### config.mk
export PLATFORM = sky130hd
export DESIGN_NAME = i2c_eeprom_transaction_sequencer
export DESIGN_NICKNAME = d
export VERILOG_FILES = /design/src/rtl/core/i2cs_pkg.sv /design/src/rtl/core/i2c_eeprom_transaction_sequencer.sv /design/src/rtl/core/i2cs_step.sv /design/src/rtl/core/i2cs_rqueue.sv
export SDC_FILE = /design/constraint.sdc
export NUM_CORES = 1
export LEC_CHECK = 0
export BUFFER_PORTS_ARGS = -buffer_cell sky130_fd_sc_hd__buf_2
export CAP_MARGIN = 20
export CORE_ASPECT_RATIO = 2
export CORE_UTILIZATION = 30
export CTS_CLUSTER_DIAMETER = 200
export DETAILED_ROUTE_END_ITERATION = 10
export PLACE_DENSITY_LB_ADDON = 0.08
export SLEW_MARGIN = 20
export SYNTH_ARGS = -nofsm -noshare
export SYNTH_HDL_FRONTEND = slang
export SYNTH_SLANG_ARGS = --single-unit
### constraint.sdc
create_clock -name clk_i -period 5.75 [get_ports clk_i]
set_input_delay 0.8625 -clock clk_i [delete_from_list [all_inputs] [get_ports clk_i]]
set_output_delay 0.8625 -clock clk_i [all_outputs]
set_load 0.03 [all_outputs]
### src/rtl/core/i2cs_pkg.sv
`timescale 1ns / 1ps

package i2cs_pkg;

  localparam int PAGE_BYTES = 64;
  localparam int PAGE_BITS  = $clog2(PAGE_BYTES);
  localparam int ADDR_BITS  = 15;
  localparam int MAX_RES    = 4;
  localparam int RES_CNT_W  = $clog2(MAX_RES + 1);

  // command codes
  localparam logic [1:0] CMD_WRITE = 2'd0;
  localparam logic [1:0] CMD_READ  = 2'd1;
  localparam logic [1:0] CMD_TICK  = 2'd2;
  localparam logic [1:0] CMD_BYTE  = 2'd3;

  // read types
  localparam logic [1:0] RT_CURRENT = 2'd0;
  localparam logic [1:0] RT_RANDOM  = 2'd1;
  localparam logic [1:0] RT_SEQ     = 2'd2;
  localparam logic [1:0] RT_BAD     = 2'd3;

  // bus actions
  localparam logic [3:0] ACT_START   = 4'd0;
  localparam logic [3:0] ACT_SEND    = 4'd1;
  localparam logic [3:0] ACT_CLRADDR = 4'd2;
  localparam logic [3:0] ACT_ACK     = 4'd3;
  localparam logic [3:0] ACT_NACK    = 4'd4;
  localparam logic [3:0] ACT_STOP    = 4'd5;
  localparam logic [3:0] ACT_PROTECT = 4'd6;
  localparam logic [3:0] ACT_RXDATA  = 4'd7;
  localparam logic [3:0] ACT_DONE    = 4'd8;

  // final status
  localparam logic [2:0] ST_OK    = 3'd0;
  localparam logic [2:0] ST_BUSY  = 3'd1;
  localparam logic [2:0] ST_ADDR  = 3'd2;
  localparam logic [2:0] ST_START = 3'd3;
  localparam logic [2:0] ST_BYTE  = 3'd4;
  localparam logic [2:0] ST_RX    = 3'd5;
  localparam logic [2:0] ST_BADRQ = 3'd6;

  // configuration register indexes
  localparam logic CFG_DEV_ADDR = 1'b0;
  localparam logic CFG_TIMEOUT  = 1'b1;

  localparam logic [7:0] DEV_ADDR_RST = 8'd160;
  localparam logic [7:0] TIMEOUT_RST  = 8'd100;

  typedef struct packed {
    logic [1:0]  cmd;
    logic [14:0] mem_address;
    logic [7:0]  data_amount;
    logic [1:0]  read_type;
    logic [7:0]  write_byte;
    logic        flag_busy;
    logic        flag_start_sent;
    logic        flag_addr_acked;
    logic        flag_byte_done;
    logic        flag_rx_ready;
    logic [7:0]  rx_byte;
  } in_item_t;

  typedef struct packed {
    logic [3:0] action;
    logic [7:0] tx_value;
    logic [7:0] rx_data;
    logic       protect_level;
    logic [2:0] status;
    logic       last;
  } out_item_t;

  typedef struct packed {
    logic [RES_CNT_W-1:0]       count;
    out_item_t [MAX_RES-1:0]    items;
  } res_bundle_t;

  function automatic out_item_t mk_res(logic [3:0] act, logic [7:0] tx, logic [7:0] rx,
                                       logic prot, logic [2:0] st);
    out_item_t r;
    r.action        = act;
    r.tx_value      = tx;
    r.rx_data       = rx;
    r.protect_level = prot;
    r.status        = st;
    r.last          = 1'b0;
    return r;
  endfunction

endpackage

### src/rtl/core/i2c_eeprom_transaction_sequencer.sv
`timescale 1ns / 1ps

// Master-side sequencer for a 15-bit-addressed I2C EEPROM. Each request
// (begin write, begin read, flag sample, write byte) is registered, worked
// on, and yields zero to three bus actions that leave through an
// eight-entry result queue, one per cycle while out_stall_i is low. A
// request is taken every cycle as long as no more than four results are
// still queued, so the input side sustains one request per clock when the
// output drains as fast as results are made. Registers: index 0 control
// byte (reset 160), index 1 timeout in ticks (reset 100). The user must
// write them only while no transaction is under way (not enforced here).
module i2c_eeprom_transaction_sequencer import i2cs_pkg::*; (
  input  logic      clk_i,
  input  logic      rst_ni,
  input  logic      in_valid_i,
  output logic      in_stall_o,
  input  in_item_t  in_data_i,
  output logic      out_valid_o,
  input  logic      out_stall_i,
  output out_item_t out_data_o,
  input  logic      cfg_we_i,
  input  logic      cfg_index_i,
  input  logic [7:0] cfg_wdata_i
);

  logic        in_vld_q;
  in_item_t    item_q;
  logic        fire, accept, room;
  res_bundle_t res;

  assign fire       = in_vld_q & room;
  assign in_stall_o = in_vld_q & ~room;
  assign accept     = in_valid_i & ~in_stall_o;

  always_ff @(posedge clk_i or negedge rst_ni) begin
    if (!rst_ni) begin
      in_vld_q <= 1'b0;
    end else begin
      in_vld_q <= accept | (in_vld_q & ~fire);
    end
  end

  always_ff @(posedge clk_i) begin
    if (accept) begin
      item_q <= in_data_i;
    end
  end

  i2cs_step u_step (
    .clk_i       (clk_i),
    .rst_ni      (rst_ni),
    .cfg_we_i    (cfg_we_i),
    .cfg_index_i (cfg_index_i),
    .cfg_wdata_i (cfg_wdata_i),
    .fire_i      (fire),
    .item_i      (item_q),
    .res_o       (res)
  );

  i2cs_rqueue u_rqueue (
    .clk_i       (clk_i),
    .rst_ni      (rst_ni),
    .push_i      (fire),
    .res_i       (res),
    .room_o      (room),
    .out_valid_o (out_valid_o),
    .out_stall_i (out_stall_i),
    .out_data_o  (out_data_o)
  );

endmodule

### src/rtl/core/i2cs_step.sv
`timescale 1ns / 1ps

module i2cs_step import i2cs_pkg::*; (
  input  logic        clk_i,
  input  logic        rst_ni,
  input  logic        cfg_we_i,
  input  logic        cfg_index_i,
  input  logic [7:0]  cfg_wdata_i,
  input  logic        fire_i,
  input  in_item_t    item_i,
  output res_bundle_t res_o
);

  localparam logic [4:0] P_IDLE    = 5'd0;
  localparam logic [4:0] P_W_BUSY  = 5'd1;
  localparam logic [4:0] P_W_SB    = 5'd2;
  localparam logic [4:0] P_W_ADDR  = 5'd3;
  localparam logic [4:0] P_W_HI    = 5'd4;
  localparam logic [4:0] P_W_LO    = 5'd5;
  localparam logic [4:0] P_W_NEED  = 5'd6;
  localparam logic [4:0] P_W_DATA  = 5'd7;
  localparam logic [4:0] P_R_BUSY  = 5'd8;
  localparam logic [4:0] P_R_SB1   = 5'd9;
  localparam logic [4:0] P_R_ADDR1 = 5'd10;
  localparam logic [4:0] P_R_HI    = 5'd11;
  localparam logic [4:0] P_R_LO    = 5'd12;
  localparam logic [4:0] P_R_SB2   = 5'd13;
  localparam logic [4:0] P_R_ADDR2 = 5'd14;
  localparam logic [4:0] P_R_RX    = 5'd15;

  logic [7:0]           dev_addr_q, timeout_q;
  logic [4:0]           phase_q, phase_d;
  logic [ADDR_BITS-1:0] cur_addr_q, cur_addr_d;
  logic [7:0]           byte_cnt_q, byte_cnt_d;
  logic [2:0]           pages_q, pages_d;
  logic [7:0]           amount_q, amount_d;
  logic [1:0]           rtype_q, rtype_d;
  logic [7:0]           ticks_q, ticks_d;

  out_item_t [MAX_RES-1:0] res;
  logic [RES_CNT_W-1:0]    n;
  logic                    active, ok;
  logic [2:0]              err;
  logic [7:0]              bc_inc;
  logic [8:0]              bc_inc_p1;
  logic [2:0]              pages_dec;
  logic [7:0]              addr_hi, addr_lo;

  always_ff @(posedge clk_i or negedge rst_ni) begin
    if (!rst_ni) begin
      dev_addr_q <= DEV_ADDR_RST;
      timeout_q  <= TIMEOUT_RST;
    end else if (cfg_we_i) begin
      unique case (cfg_index_i)
        CFG_DEV_ADDR: dev_addr_q <= cfg_wdata_i;
        CFG_TIMEOUT:  timeout_q  <= cfg_wdata_i;
        default: ;
      endcase
    end
  end

  always_ff @(posedge clk_i or negedge rst_ni) begin
    if (!rst_ni) begin
      phase_q    <= P_IDLE;
      cur_addr_q <= '0;
      byte_cnt_q <= '0;
      pages_q    <= '0;
      amount_q   <= '0;
      rtype_q    <= '0;
      ticks_q    <= '0;
    end else if (fire_i) begin
      phase_q    <= phase_d;
      cur_addr_q <= cur_addr_d;
      byte_cnt_q <= byte_cnt_d;
      pages_q    <= pages_d;
      amount_q   <= amount_d;
      rtype_q    <= rtype_d;
      ticks_q    <= ticks_d;
    end
  end

  assign addr_hi   = 8'(cur_addr_q >> 8);
  assign addr_lo   = cur_addr_q[7:0];
  assign bc_inc    = byte_cnt_q + 8'd1;
  assign bc_inc_p1 = {1'b0, bc_inc} + 9'd1;
  assign pages_dec = (pages_q != 3'd0) ? pages_q - 3'd1 : 3'd0;

  always_comb begin
    phase_d    = phase_q;
    cur_addr_d = cur_addr_q;
    byte_cnt_d = byte_cnt_q;
    pages_d    = pages_q;
    amount_d   = amount_q;
    rtype_d    = rtype_q;
    ticks_d    = ticks_q;
    res        = '0;
    n          = '0;
    active     = 1'b1;
    ok         = 1'b0;
    err        = ST_OK;

    case (item_i.cmd)
      CMD_WRITE: begin
        if (phase_q == P_IDLE) begin
          cur_addr_d = item_i.mem_address[ADDR_BITS-1:0];
          amount_d   = item_i.data_amount;
          pages_d    = (item_i.data_amount < 8'(PAGE_BYTES)) ? 3'd1
                       : 3'(item_i.data_amount >> PAGE_BITS);
          byte_cnt_d = '0;
          res[0]     = mk_res(ACT_PROTECT, 8'd0, 8'd0, 1'b0, ST_OK);
          n          = RES_CNT_W'(1);
          phase_d    = P_W_BUSY;
          ticks_d    = timeout_q;
        end
      end

      CMD_READ: begin
        if (phase_q == P_IDLE) begin
          if (item_i.read_type == RT_BAD ||
              (item_i.read_type != RT_SEQ && item_i.data_amount > 8'd1)) begin
            res[0] = mk_res(ACT_DONE, 8'd0, 8'd0, 1'b0, ST_BADRQ);
            n      = RES_CNT_W'(1);
          end else begin
            cur_addr_d = item_i.mem_address[ADDR_BITS-1:0];
            amount_d   = item_i.data_amount;
            rtype_d    = item_i.read_type;
            byte_cnt_d = '0;
            phase_d    = P_R_BUSY;
            ticks_d    = timeout_q;
          end
        end
      end

      CMD_TICK: begin
        // which flag this phase waits on, and its error code
        case (phase_q)
          P_W_BUSY, P_R_BUSY: begin
            ok  = ~item_i.flag_busy;
            err = ST_BUSY;
          end
          P_W_SB, P_R_SB1, P_R_SB2: begin
            ok  = item_i.flag_start_sent;
            err = ST_START;
          end
          P_W_ADDR, P_R_ADDR1, P_R_ADDR2: begin
            ok  = item_i.flag_addr_acked;
            err = ST_ADDR;
          end
          P_W_HI, P_W_LO, P_W_DATA, P_R_HI, P_R_LO: begin
            ok  = item_i.flag_byte_done;
            err = ST_BYTE;
          end
          P_R_RX: begin
            ok  = item_i.flag_rx_ready;
            err = ST_RX;
          end
          default: active = 1'b0;
        endcase

        if (active && !ok) begin
          if (ticks_q != 8'd0) begin
            ticks_d = ticks_q - 8'd1;
          end else begin
            res[0]  = mk_res(ACT_STOP, 8'd0, 8'd0, 1'b0, ST_OK);
            res[1]  = mk_res(ACT_DONE, 8'd0, 8'd0, 1'b0, err);
            n       = RES_CNT_W'(2);
            phase_d = P_IDLE;
          end
        end else if (active) begin
          ticks_d = timeout_q;
          case (phase_q)
            P_W_BUSY: begin
              res[0]  = mk_res(ACT_START, 8'd0, 8'd0, 1'b0, ST_OK);
              n       = RES_CNT_W'(1);
              phase_d = P_W_SB;
            end
            P_W_SB: begin
              res[0]  = mk_res(ACT_SEND, {dev_addr_q[7:1], 1'b0}, 8'd0, 1'b0, ST_OK);
              n       = RES_CNT_W'(1);
              phase_d = P_W_ADDR;
            end
            P_W_ADDR: begin
              res[0]  = mk_res(ACT_CLRADDR, 8'd0, 8'd0, 1'b0, ST_OK);
              res[1]  = mk_res(ACT_SEND, addr_hi, 8'd0, 1'b0, ST_OK);
              n       = RES_CNT_W'(2);
              phase_d = P_W_HI;
            end
            P_W_HI: begin
              res[0]  = mk_res(ACT_SEND, addr_lo, 8'd0, 1'b0, ST_OK);
              n       = RES_CNT_W'(1);
              phase_d = P_W_LO;
            end
            P_W_LO: begin
              phase_d = P_W_NEED;
              ticks_d = ticks_q;
            end
            P_W_DATA: begin
              cur_addr_d = cur_addr_q + ADDR_BITS'(1);
              byte_cnt_d = bc_inc;
              if (bc_inc[PAGE_BITS-1:0] != '0) begin
                phase_d = P_W_NEED;
                ticks_d = ticks_q;
              end else begin
                // page boundary: close the page, raise write protect
                res[0]  = mk_res(ACT_STOP, 8'd0, 8'd0, 1'b0, ST_OK);
                res[1]  = mk_res(ACT_PROTECT, 8'd0, 8'd0, 1'b1, ST_OK);
                pages_d = pages_dec;
                if (pages_dec == 3'd0) begin
                  res[2]  = mk_res(ACT_DONE, 8'd0, 8'd0, 1'b0, ST_OK);
                  phase_d = P_IDLE;
                  ticks_d = ticks_q;
                end else begin
                  res[2]  = mk_res(ACT_PROTECT, 8'd0, 8'd0, 1'b0, ST_OK);
                  phase_d = P_W_BUSY;
                end
                n = RES_CNT_W'(3);
              end
            end
            P_R_BUSY: begin
              res[0]  = mk_res(ACT_START, 8'd0, 8'd0, 1'b0, ST_OK);
              n       = RES_CNT_W'(1);
              phase_d = P_R_SB1;
            end
            P_R_SB1: begin
              res[0]  = mk_res(ACT_SEND, {dev_addr_q[7:1], rtype_q == RT_CURRENT},
                               8'd0, 1'b0, ST_OK);
              n       = RES_CNT_W'(1);
              phase_d = P_R_ADDR1;
            end
            P_R_ADDR1, P_R_ADDR2: begin
              res[0] = mk_res(ACT_CLRADDR, 8'd0, 8'd0, 1'b0, ST_OK);
              if (phase_q == P_R_ADDR1 && rtype_q != RT_CURRENT) begin
                res[1]  = mk_res(ACT_SEND, addr_hi, 8'd0, 1'b0, ST_OK);
                n       = RES_CNT_W'(2);
                phase_d = P_R_HI;
              end else if (amount_q == 8'd0) begin
                res[1]  = mk_res(ACT_STOP, 8'd0, 8'd0, 1'b0, ST_OK);
                res[2]  = mk_res(ACT_DONE, 8'd0, 8'd0, 1'b0, ST_OK);
                n       = RES_CNT_W'(3);
                phase_d = P_IDLE;
                ticks_d = ticks_q;
              end else begin
                byte_cnt_d = '0;
                res[1]     = mk_res((amount_q == 8'd1) ? ACT_NACK : ACT_ACK,
                                    8'd0, 8'd0, 1'b0, ST_OK);
                n          = RES_CNT_W'(2);
                phase_d    = P_R_RX;
              end
            end
            P_R_HI: begin
              res[0]  = mk_res(ACT_SEND, addr_lo, 8'd0, 1'b0, ST_OK);
              n       = RES_CNT_W'(1);
              phase_d = P_R_LO;
            end
            P_R_LO: begin
              res[0]  = mk_res(ACT_START, 8'd0, 8'd0, 1'b0, ST_OK);
              n       = RES_CNT_W'(1);
              phase_d = P_R_SB2;
            end
            P_R_SB2: begin
              res[0]  = mk_res(ACT_SEND, {dev_addr_q[7:1], 1'b1}, 8'd0, 1'b0, ST_OK);
              n       = RES_CNT_W'(1);
              phase_d = P_R_ADDR2;
            end
            P_R_RX: begin
              res[0]     = mk_res(ACT_RXDATA, 8'd0, item_i.rx_byte, 1'b0, ST_OK);
              byte_cnt_d = bc_inc;
              if (bc_inc >= amount_q) begin
                res[1]  = mk_res(ACT_STOP, 8'd0, 8'd0, 1'b0, ST_OK);
                res[2]  = mk_res(ACT_DONE, 8'd0, 8'd0, 1'b0, ST_OK);
                n       = RES_CNT_W'(3);
                phase_d = P_IDLE;
                ticks_d = ticks_q;
              end else begin
                res[1] = mk_res((bc_inc_p1 == {1'b0, amount_q}) ? ACT_NACK : ACT_ACK,
                                8'd0, 8'd0, 1'b0, ST_OK);
                n      = RES_CNT_W'(2);
              end
            end
            default: ticks_d = ticks_q;
          endcase
        end
      end

      default: begin
        if (phase_q == P_W_NEED) begin
          res[0]  = mk_res(ACT_SEND, item_i.write_byte, 8'd0, 1'b0, ST_OK);
          n       = RES_CNT_W'(1);
          phase_d = P_W_DATA;
          ticks_d = timeout_q;
        end
      end
    endcase

    for (int i = 0; i < MAX_RES; i++) begin
      res[i].last = (RES_CNT_W'(i + 1) == n);
    end
  end

  assign res_o.count = n;
  assign res_o.items = res;

endmodule

### src/rtl/core/i2cs_rqueue.sv
`timescale 1ns / 1ps

module i2cs_rqueue import i2cs_pkg::*; (
  input  logic        clk_i,
  input  logic        rst_ni,
  input  logic        push_i,
  input  res_bundle_t res_i,
  output logic        room_o,
  output logic        out_valid_o,
  input  logic        out_stall_i,
  output out_item_t   out_data_o
);

  localparam int DEPTH = 2 * MAX_RES;
  localparam int PTR_W = $clog2(DEPTH);
  localparam int CNT_W = $clog2(DEPTH + 1);

  out_item_t        mem_q [DEPTH];
  logic [PTR_W-1:0] wr_ptr_q, rd_ptr_q;
  logic [CNT_W-1:0] cnt_q;
  logic [CNT_W-1:0] push_n;
  logic             pop;

  assign push_n      = push_i ? CNT_W'(res_i.count) : '0;
  assign pop         = out_valid_o & ~out_stall_i;
  assign out_valid_o = (cnt_q != '0);
  assign out_data_o  = mem_q[rd_ptr_q];
  // a whole burst of results must fit before the next request is taken
  assign room_o      = (cnt_q <= CNT_W'(DEPTH - MAX_RES));

  always_ff @(posedge clk_i or negedge rst_ni) begin
    if (!rst_ni) begin
      wr_ptr_q <= '0;
      rd_ptr_q <= '0;
      cnt_q    <= '0;
    end else begin
      wr_ptr_q <= wr_ptr_q + PTR_W'(push_n);
      rd_ptr_q <= rd_ptr_q + PTR_W'(pop);
      cnt_q    <= cnt_q + push_n - CNT_W'(pop);
    end
  end

  always_ff @(posedge clk_i) begin
    for (int j = 0; j < MAX_RES; j++) begin
      if (push_i && CNT_W'(j) < push_n) begin
        mem_q[wr_ptr_q + PTR_W'(j)] <= res_i.items[j];
      end
    end
  end

endmodule

==> results of run 1 <==
metal layers:
metal	part of all wire (%)	GRT usage, %	vias to the layer above
met5	0	0	-
met2	56	44.3	447
li1	-	-	6354
met3	3.7	2.68	187
met4	6.7	14.7	0
met1	34	21.9	6758
metrics by stage:
| stage | std cells | worst slack, ns |
|---|---|---|
| finish | 2478 | 0.996 |
| global route | 2478 | 0.743 |
| CTS | 2478 | 1.03 |
| detailed placement | 2412 | 1.07 |
| global placement | 2410 | 1.09 |
| floorplan | 1648 | 1.83 |
flip-flops by register name, summed over array words and instances (netlist names), 7 cells and up:
name	count
u_rqueue.mem_q	200
item_q	48
u_step.cur_addr_q	15
u_step.amount_q	8
u_step.byte_cnt_q	8
u_step.ticks_q	8
u_step.timeout_q	8
u_step.dev_addr_q	7
cells in the final DEF, fill, tap and decap left out, types with 31 or more instances in the layout:
cell	n
sky130_fd_sc_hd__a21oi_1	121
sky130_fd_sc_hd__nand3_1	70
sky130_fd_sc_hd__buf_2	88
sky130_fd_sc_hd__clkbuf_16	38
sky130_fd_sc_hd__edfxtp_1	80
sky130_fd_sc_hd__buf_4	61
sky130_fd_sc_hd__inv_1	41
sky130_fd_sc_hd__dfrtp_1	67
sky130_fd_sc_hd__mux4_2	50
sky130_fd_sc_hd__o21ai_0	61
sky130_fd_sc_hd__nor2_1	79
sky130_fd_sc_hd__mux2_2	48
sky130_fd_sc_hd__o22ai_1	34
sky130_fd_sc_hd__a22oi_1	31
sky130_fd_sc_hd__o2bb2ai_1	36
sky130_fd_sc_hd__dfxtp_1	168
sky130_fd_sc_hd__nand2_1	183
cells in the mapped netlist (8+ instances only):
master	count	area (um2)
sky130_fd_sc_hd__ha_1	25	313
sky130_fd_sc_hd__inv_1	41	154
sky130_fd_sc_hd__o2bb2ai_1	36	315
sky130_fd_sc_hd__a211oi_1	9	67.6
sky130_fd_sc_hd__mux2i_1	14	140
sky130_fd_sc_hd__or3_1	14	87.6
sky130_fd_sc_hd__nand2b_1	19	119
sky130_fd_sc_hd__a21oi_1	122	611
sky130_fd_sc_hd__nor3_2	8	80.1
sky130_fd_sc_hd__nor4_1	8	50.1
sky130_fd_sc_hd__o21ai_0	61	305
sky130_fd_sc_hd__dfrtp_1	69	1730
sky130_fd_sc_hd__and2_1	10	62.6
sky130_fd_sc_hd__nand4_1	9	56.3
sky130_fd_sc_hd__xnor2_1	16	140
sky130_fd_sc_hd__nor2_1	79	297
sky130_fd_sc_hd__a31oi_1	19	119
sky130_fd_sc_hd__nand2_1	183	687
sky130_fd_sc_hd__dfxtp_1	168	3360
sky130_fd_sc_hd__nor2b_1	13	81.3
sky130_fd_sc_hd__o221ai_1	15	131
sky130_fd_sc_hd__buf_2	45	225
sky130_fd_sc_hd__a2bb2oi_1	8	70.1
sky130_fd_sc_hd__a221o_1	24	240
sky130_fd_sc_hd__nor3_1	24	120
sky130_fd_sc_hd__a22o_1	25	219
sky130_fd_sc_hd__mux2_2	48	541
sky130_fd_sc_hd__o22a_1	20	175
sky130_fd_sc_hd__a21o_1	18	135
sky130_fd_sc_hd__clkbuf_1	64	240
sky130_fd_sc_hd__mux4_2	50	1130
sky130_fd_sc_hd__edfxtp_1	80	2400
sky130_fd_sc_hd__and3_1	12	75.1
sky130_fd_sc_hd__o22ai_1	34	213
sky130_fd_sc_hd__buf_4	10	75.1
sky130_fd_sc_hd__a22oi_1	31	233
sky130_fd_sc_hd__nand3_1	70	350
where the power goes:
group	switching, mW	internal [mW]
logic	1.67	0.988
registers	0.535	2.70
clock network	1.02	1.42
final cells by class:
type	instances	area (um2)	share of cell area (%)
Multi-Input combinational cell	1152	8420	43.6
Sequential cell	322	7630	39.6
Clock buffer	51	1050	5.44
Tap cell	744	931	4.83
Timing Repair Buffer	150	918	4.76
Clock inverter	15	171	0.889
Inverter	44	165	0.857
how the worst max path moves through the flow:
stage                         startpoint               endpoint  slack (ns)
floorplan           u_step.byte_cnt_q[1]      u_rqueue.cnt_q[2]        1.83
global placement    u_step.byte_cnt_q[0]  u_rqueue.mem_q[7][16]        1.09
detailed placement  u_step.byte_cnt_q[0]  u_rqueue.mem_q[7][21]        1.07
CTS                 u_step.byte_cnt_q[0]   u_rqueue.mem_q[7][3]        1.03
global route        u_step.byte_cnt_q[0]   u_rqueue.mem_q[7][3]        0.74
finish              u_step.byte_cnt_q[0]   u_rqueue.mem_q[7][3]         1.0
critical path: stages (launching register included):
cell,delay [ns]
sky130_fd_sc_hd__dfrtp_1,0.56
sky130_fd_sc_hd__ha_1,0.44
sky130_fd_sc_hd__nand2_1,0.18
sky130_fd_sc_hd__o21ai_0,0.30
sky130_fd_sc_hd__nand2_1,0.16
sky130_fd_sc_hd__ha_1,0.31
sky130_fd_sc_hd__nand2_1,0.06
sky130_fd_sc_hd__nor2_1,0.10
sky130_fd_sc_hd__a31oi_1,0.17
sky130_fd_sc_hd__o32ai_2,0.43
sky130_fd_sc_hd__o22ai_4,0.15
sky130_fd_sc_hd__buf_4,0.27
sky130_fd_sc_hd__a21oi_2,0.71
sky130_fd_sc_hd__nor2_1,0.16
sky130_fd_sc_hd__buf_4,0.26
sky130_fd_sc_hd__a221o_1,0.37
logic make-up after synthesis:
family | after synthesis | synth area share (%)
compound gates | 507 | 21.7
buf+inv | 174 | 4.72
flops | 322 | 45.4
fa+ha+maj | 27 | 2.10
simple gates | 482 | 14.0
mux | 112 | 10.8
xor+xnor | 24 | 1.33
==> Flow_metrics.wiki, run 1 <==
{| class="wikitable"
! Metric !! Value
|-
| Residual overflow from global routing || 0
|-
| Number of hold buffers added after cts || 0
|-
| Post-route fraction of the period consumed by the critical path || 82.7%
|-
| Die Width || 169 um
|-
| Total track usage || 22.6%
|-
| Number of routed nets with antenna violations || 0
|-
| Nets || 1795
|-
| Reg-to-reg endpoint || u_rqueue.mem_q[7][3]
|-
| Cell area power density || 432 nW/um2
|-
| Pin count of the biggest net entering global routing || 62
|-
| Total number of H-tree levels || 2
|-
| Async set-reset flop share out of synthesis || 23.0%
|-
| Min-delay worst type || primary input to async pin
|-
| Number of sinks driven by the clock tree || 322
|-
| # resized after CTS || 0
|-
| Count of endpoints failing hold in the final timing report || 0
|-
| CTS buffer count || 36
|-
| Critical path required time || 6.19 ns
|-
| Fin. max-slew vios || 0
|-
| Die Y-Extent || 337 um
|-
| First-pass GRT wire length || 93600 um
|-
| Crit. End Element || flip-flop
|-
| Power consumption || 8.33 mW
|-
| Antenna Diode Count || 0
|-
| Launch point of the worst reg-to-reg path || u_step.byte_cnt_q[0]
|-
| First-pass detailed-route iteration total || 5
|-
| Number of flops mapped to enable cells by yosys || 80
|-
| CORE AREA || 55300 um2
|-
| Design Area, Final || 19300 um2
|-
| Per-cell via count in the routed design || 5.55
|-
| Number of antenna violations at the first check in global routing || 0
|-
| Signal arrival time at the worst endpoint || 5.19 ns
|-
| Synthesized area || 16800 um2
|-
| Total nets after synthesis || 1737
|-
| Yosys warns || 0
|-
| Share of the core filled with cells || 34.9%
|-
| Post-DP HPWL || 48500 um
|-
| Post-DP Area || 18100 um2
|-
| Clock latency on the worst-skew pair || 0.56 ns
|-
| Post-CTS Repair Setup Buffers || 0
|-
| Unrepaired setup endpoints after global routing || false
|-
| Max-capacitance violation count || 0
|-
| Number of port buffers || 88
|-
| Synthesis-stage register bit count || 322
|-
| Slew at the pin closest to its max-slew limit || 1.09 ns
|-
| Area growth syn-to-layout || 14.8%
|-
| Filler cells || 5710
|-
| Crit path launch type || flip-flop
|-
| Proportion of layout cells with a drive suffix above 1 || 21.3%
|-
| Minimum setup slack among reg-to-reg paths || 1.0 ns
|-
| Highest Clock Rate || 210 MHz
|-
| Post-DR wirelength/cell || 25.9 um
|-
| Routability Congestion || 0.967
|-
| Rows || 122
|-
| Post-route setup TNS || 0 ns
|-
| Crit path kind || flip-flop to flip-flop
|-
| Average footprint of a synthesized cell || 10.2 um2
|-
| Leak || 7.14 nW
|-
| Worst Reg2Reg Path Length in Cells || 15
|-
| DRC violations left || 0
|-
| Post-route clock skew || 0.0261 ns
|-
| Starting utilization of the core area || 30.4%
|-
| Vias in the first global route || 14100
|-
| Number of buffers on the longest clock path || 3
|-
| Worst Path Max Fanout || 24
|-
| Hold slack || 0.152 ns
|-
| Count of cell types in the netlist || 93
|-
| Clock-pin slew reported for the worst setup and hold paths after clock tree synthesis || 0.06 ns
|-
| Leading register cell type out of synthesis || sky130_fd_sc_hd__dfxtp_1
|-
| Number of endpoints failing setup at the final stage || 0
|-
| CTS root buffer || sky130_fd_sc_hd__clkbuf_16
|-
| Via count || 13700
|-
| Run status || complete, no violations
|-
| Number of design-rule violations left by the first detailed-router iteration || 820
|-
| Proportion of synthesized chip area in sequential cells || 45.4%
|-
| Worst VDD drop || 0.225 mV
|-
| Final WL || 64100 um
|-
| Post-Syn Instances || 1648
|-
| CTS tree || done
|-
| Number of top-level pins || 89
|-
| Period minus WS final || 4.75 ns
|-
| Die Footprint || 57000 um2
|-
| Worst-case headroom to the max-slew limit || 27.6%
|}
Power figures use the tool's default switching activity.
==> run 2, diff against run 1 <==
ABC_AREA = 1   (was not set)
clock period = 4.1 ns   (was 5.75 ns; I/O delays follow)
==> Flow_metrics.wiki, run 2 <==
{| class="wikitable"
! Metric !! Value
|-
| Post-route fraction of the period consumed by the critical path || 92.6%
|-
| Largest register FFs || 200 (unchanged)
|-
| Total track usage || 25.5% (+2.8 points)
|-
| Post-DR wirelength/cell || 22.3 um (-14%)
|-
| Number of buffers on the longest clock path || 3 (unchanged)
|-
| Top cells by area, synth || sky130_fd_sc_hd__dfxtp_1, sky130_fd_sc_hd__edfxtp_1, sky130_fd_sc_hd__nand2_1
|-
| Total nets after synthesis || 2467 (+42%)
|-
| Post-DP HPWL || 56900 um (+17%)
|-
| Rows || 124 (+1.6%)
|-
| Slowest-stage cell, CP || sky130_fd_sc_hd__o22ai_1
|-
| Largest area contributor in the synthesized netlist || sky130_fd_sc_hd__dfxtp_1
|-
| Count of endpoints failing hold in the final timing report || 0 (unchanged)
|-
| Top cells by count, synth || sky130_fd_sc_hd__nand2_1, sky130_fd_sc_hd__nor2_1, sky130_fd_sc_hd__inv_1, sky130_fd_sc_hd__o21ai_0, sky130_fd_sc_hd__dfxtp_1
|-
| Minimum setup slack among reg-to-reg paths || 0.36 ns (-0.64 ns)
|-
| Area growth syn-to-layout || 16.6%
|-
| Total number of H-tree levels || 2 (unchanged)
|-
| Number of top-level pins || 89 (unchanged)
|-
| Number of antenna violations at the first check in global routing || 2 (+2)
|-
| Synthesized area || 17200 um2 (+2.7%)
|-
| Antenna Diode Count || 0 (unchanged)
|-
| Pin count of the biggest net entering global routing || 87 (+40%)
|-
| Post-route clock skew || 0.0194 ns (-0.00674 ns)
|-
| Per-cell via count in the routed design || 5.08 (-8.4%)
|-
| Via count || 16600 (+21%)
|-
| CTS tree || done
|-
| Final WL || 73100 um (+14%)
|-
| Critical path required time || 3.48 ns (-2.71 ns)
|-
| Unrepaired setup endpoints after global routing || false
|-
| Die Footprint || 58500 um2 (+2.7%)
|-
| Yosys warns || 0 (unchanged)
|-
| Reg-to-reg endpoint || u_rqueue.mem_q[4][0]
|-
| Count of cell types in the netlist || 56 (-40%)
|-
| Post-Syn Instances || 2378 (+44%)
|-
| Starting utilization of the core area || 30.3% (-0.11 points)
|-
| Number of flops mapped to enable cells by yosys || 80 (unchanged)
|-
| Worst VDD drop || 0.349 mV (+55%)
|-
| Clock-pin slew reported for the worst setup and hold paths after clock tree synthesis || 0.07 ns (about the same)
|-
| Fin. max-slew vios || 0 (unchanged)
|-
| Leading register cell type out of synthesis || sky130_fd_sc_hd__dfxtp_1
|-
| Min-delay worst type || primary input to async pin
|-
| Largest register by flop count || u_rqueue.mem_q
|-
| Proportion of layout cells with a drive suffix above 1 || 13.0% (-8.3 points)
|-
| Post-route setup TNS || 0 ns (unchanged)
|-
| Async set-reset flop share out of synthesis || 23.0% (unchanged)
|-
| Worst setup slack before clock tree synthesis || 0.343 ns (-0.729 ns)
|-
| Largest stage delay, worst path || 0.53 ns (-0.18 ns)
|-
| Launch point of the worst reg-to-reg path || u_step.byte_cnt_q[0]
|-
| Worst Path Max Fanout || 22 (-8.3%)
|-
| Power consumption || 13.8 mW (+66%)
|-
| Synthesis-stage register bit count || 322 (unchanged)
|-
| Leading cell type in the layout, fill and taps excluded || sky130_fd_sc_hd__nand2_1
|-
| Registers with the most flip-flops || u_rqueue.mem_q (200), item_q (48), u_step.cur_addr_q (15)
|-
| Number of routed nets with antenna violations || 0 (unchanged)
|-
| Die Y-Extent || 341 um (+1.3%)
|-
| First-pass detailed-route iteration total || 5 (unchanged)
|-
| Filler cells || 6153 (+7.8%)
|-
| Share of the core filled with cells || 35.3% (+0.42 points)
|-
| Number of sinks driven by the clock tree || 322 (unchanged)
|-
| CORE AREA || 56900 um2 (+3.0%)
|-
| Highest Clock Rate || 263 MHz
|-
| Number of design-rule violations left by the first detailed-router iteration || 1097 (+34%)
|-
| Run status || complete, no violations
|-
| Average footprint of a synthesized cell || 7.25 um2 (-29%)
|-
| Worst Reg2Reg Path Length in Cells || 21 (+6)
|-
| Worst path most repeated cell || sky130_fd_sc_hd__nor2_1
|-
| Top cell type's share of synthesized area || 19.5% (-0.52 points)
|-
| Residual overflow from global routing || 0 (unchanged)
|-
| Cell area power density || 686 nW/um2 (+59%)
|-
| Proportion of synthesized chip area in sequential cells || 44.2% (-1.2 points)
|-
| CTS root buffer || sky130_fd_sc_hd__clkbuf_16
|-
| Most frequent cell after synthesis || sky130_fd_sc_hd__nand2_1
|-
| Worst-case headroom to the max-slew limit || 33.0% (+5.4 points)
|-
| Number of endpoints failing setup at the final stage || 0 (unchanged)
|-
| Slew at the pin closest to its max-slew limit || 0.999 ns (-0.0867 ns)
|-
| Die Width || 172 um (+1.3%)
|-
| Crit path kind || flip-flop to output port
|-
| Hold slack || 0.136 ns (-0.0167 ns)
|-
| Routability Congestion || 0.937 (-3.1%)
|-
| Min setup slack post-route || 0.302 ns (-0.694 ns)
|-
| # resized after CTS || 0 (unchanged)
|-
| Post-CTS Repair Setup Buffers || 0 (unchanged)
|-
| Clock latency on the worst-skew pair || 0.56 ns (about the same)
|-
| Number of port buffers || 88 (unchanged)
|-
| Leak || 9.18 nW (+28%)
|-
| Cell chain of the critical path || inv_2 -> nor2_1 -> o22ai_1 -> nor2_1 -> a31oi_1 -> buf_2
|-
| Vias in the first global route || 16900 (+20%)
|-
| Signal arrival time at the worst endpoint || 3.18 ns (-2.01 ns)
|-
| Nets || 2579 (+44%)
|-
| Most frequent cells in the layout || sky130_fd_sc_hd__nand2_1, sky130_fd_sc_hd__nor2_1, sky130_fd_sc_hd__inv_1
|-
| Crit path launch type || flip-flop
|-
| Number of hold buffers added after cts || 0 (unchanged)
|-
| Max-capacitance violation count || 0 (unchanged)
|-
| First-pass GRT wire length || 107000 um (+15%)
|-
| Crit. End Element || output port
|-
| Period minus WS final || 3.80 ns
|-
| DRC violations left || 0 (unchanged)
|-
| CTS buffer count || 35 (-2.8%)
|}
[run 2: cell count changes in the layout (fill, tap and decap cells not counted), moves of 35 or more]
cell and delta:
sky130_fd_sc_hd__nand2_1 +429, sky130_fd_sc_hd__nor2_1 +235, sky130_fd_sc_hd__inv_1 +211, sky130_fd_sc_hd__o21ai_0 +124, sky130_fd_sc_hd__nand3_1 +90, sky130_fd_sc_hd__mux4_2 -50
sky130_fd_sc_hd__mux2_2 -45, sky130_fd_sc_hd__o2bb2ai_1 -36, sky130_fd_sc_hd__o22ai_1 +35
[run 2: cell type report]
class / count / area (um2) / area share [%]
multi-input cells: 1683 / 8140 / 40.5
flip-flops and latches: 322 / 7630 / 37.9
clock buffers: 50 / 1040 / 5.20
well taps: 756 / 946 / 4.70
inverters: 273 / 1020 / 5.10
clock inverters: 13 / 166 / 0.828
repair buffers: 175 / 1160 / 5.76
[run 2: kinds of logic after synthesis]
group,synth area share [%]
muxes,0.196
adders and majority gates,2.05
and+or+nand+nor,29.9
DFF,44.2
xor gates and xnor gates,0.965
AOI/OAI and AO/OA,14.0
buffers and inverters,8.68
[run 2: critical path: cells and delay by family, from the launching register on]
family	cells	cell delay, ns
compound gates	2	0.98
buf+inv	2	0.78
simple gates	2	0.31
flops	1	0.50
[run 2: stage by stage]
stage	cell area [um2]	std cells
3_3_place_gp	18900	3208
5_1_grt	20100	3272
4_1_cts	20100	3271
2_1_floorplan	17200	2378
3_5_place_dp	18900	3208
6_report	20100	3272
[run 2: worst max path at each step]
stage,from,end,cells after the start
3_5_place_dp,u_step.byte_cnt_q[0],u_rqueue.mem_q[7][23],21
2_1_floorplan,u_step.byte_cnt_q[1],u_rqueue.mem_q[6][0],21
5_1_grt,u_step.byte_cnt_q[0],u_rqueue.mem_q[4][22],21
4_1_cts,u_step.byte_cnt_q[0],u_rqueue.mem_q[7][23],21
6_report,u_rqueue.rd_ptr_q[0],out_data_o[1],6
3_3_place_gp,u_step.byte_cnt_q[0],u_rqueue.mem_q[7][22],21
[run 2: report_power, final]
part	total, mW	internal [mW]	switching (mW)
logic	6.08	1.67	4.40
clock network	3.41	1.98	1.43
registers	4.31	3.87	0.441
total	13.8	7.53	6.27
[run 2: layer usage]
metal	vias to the layer above	track usage (%)	wire, um	share of wire [%]
li1	8011	-	-	-
met1	7906	23.6	24000	33
met2	489	49.1	40000	55
met3	211	2.81	2620	3.6
met4	0	20.0	6490	8.9
met5	-	0	0	0
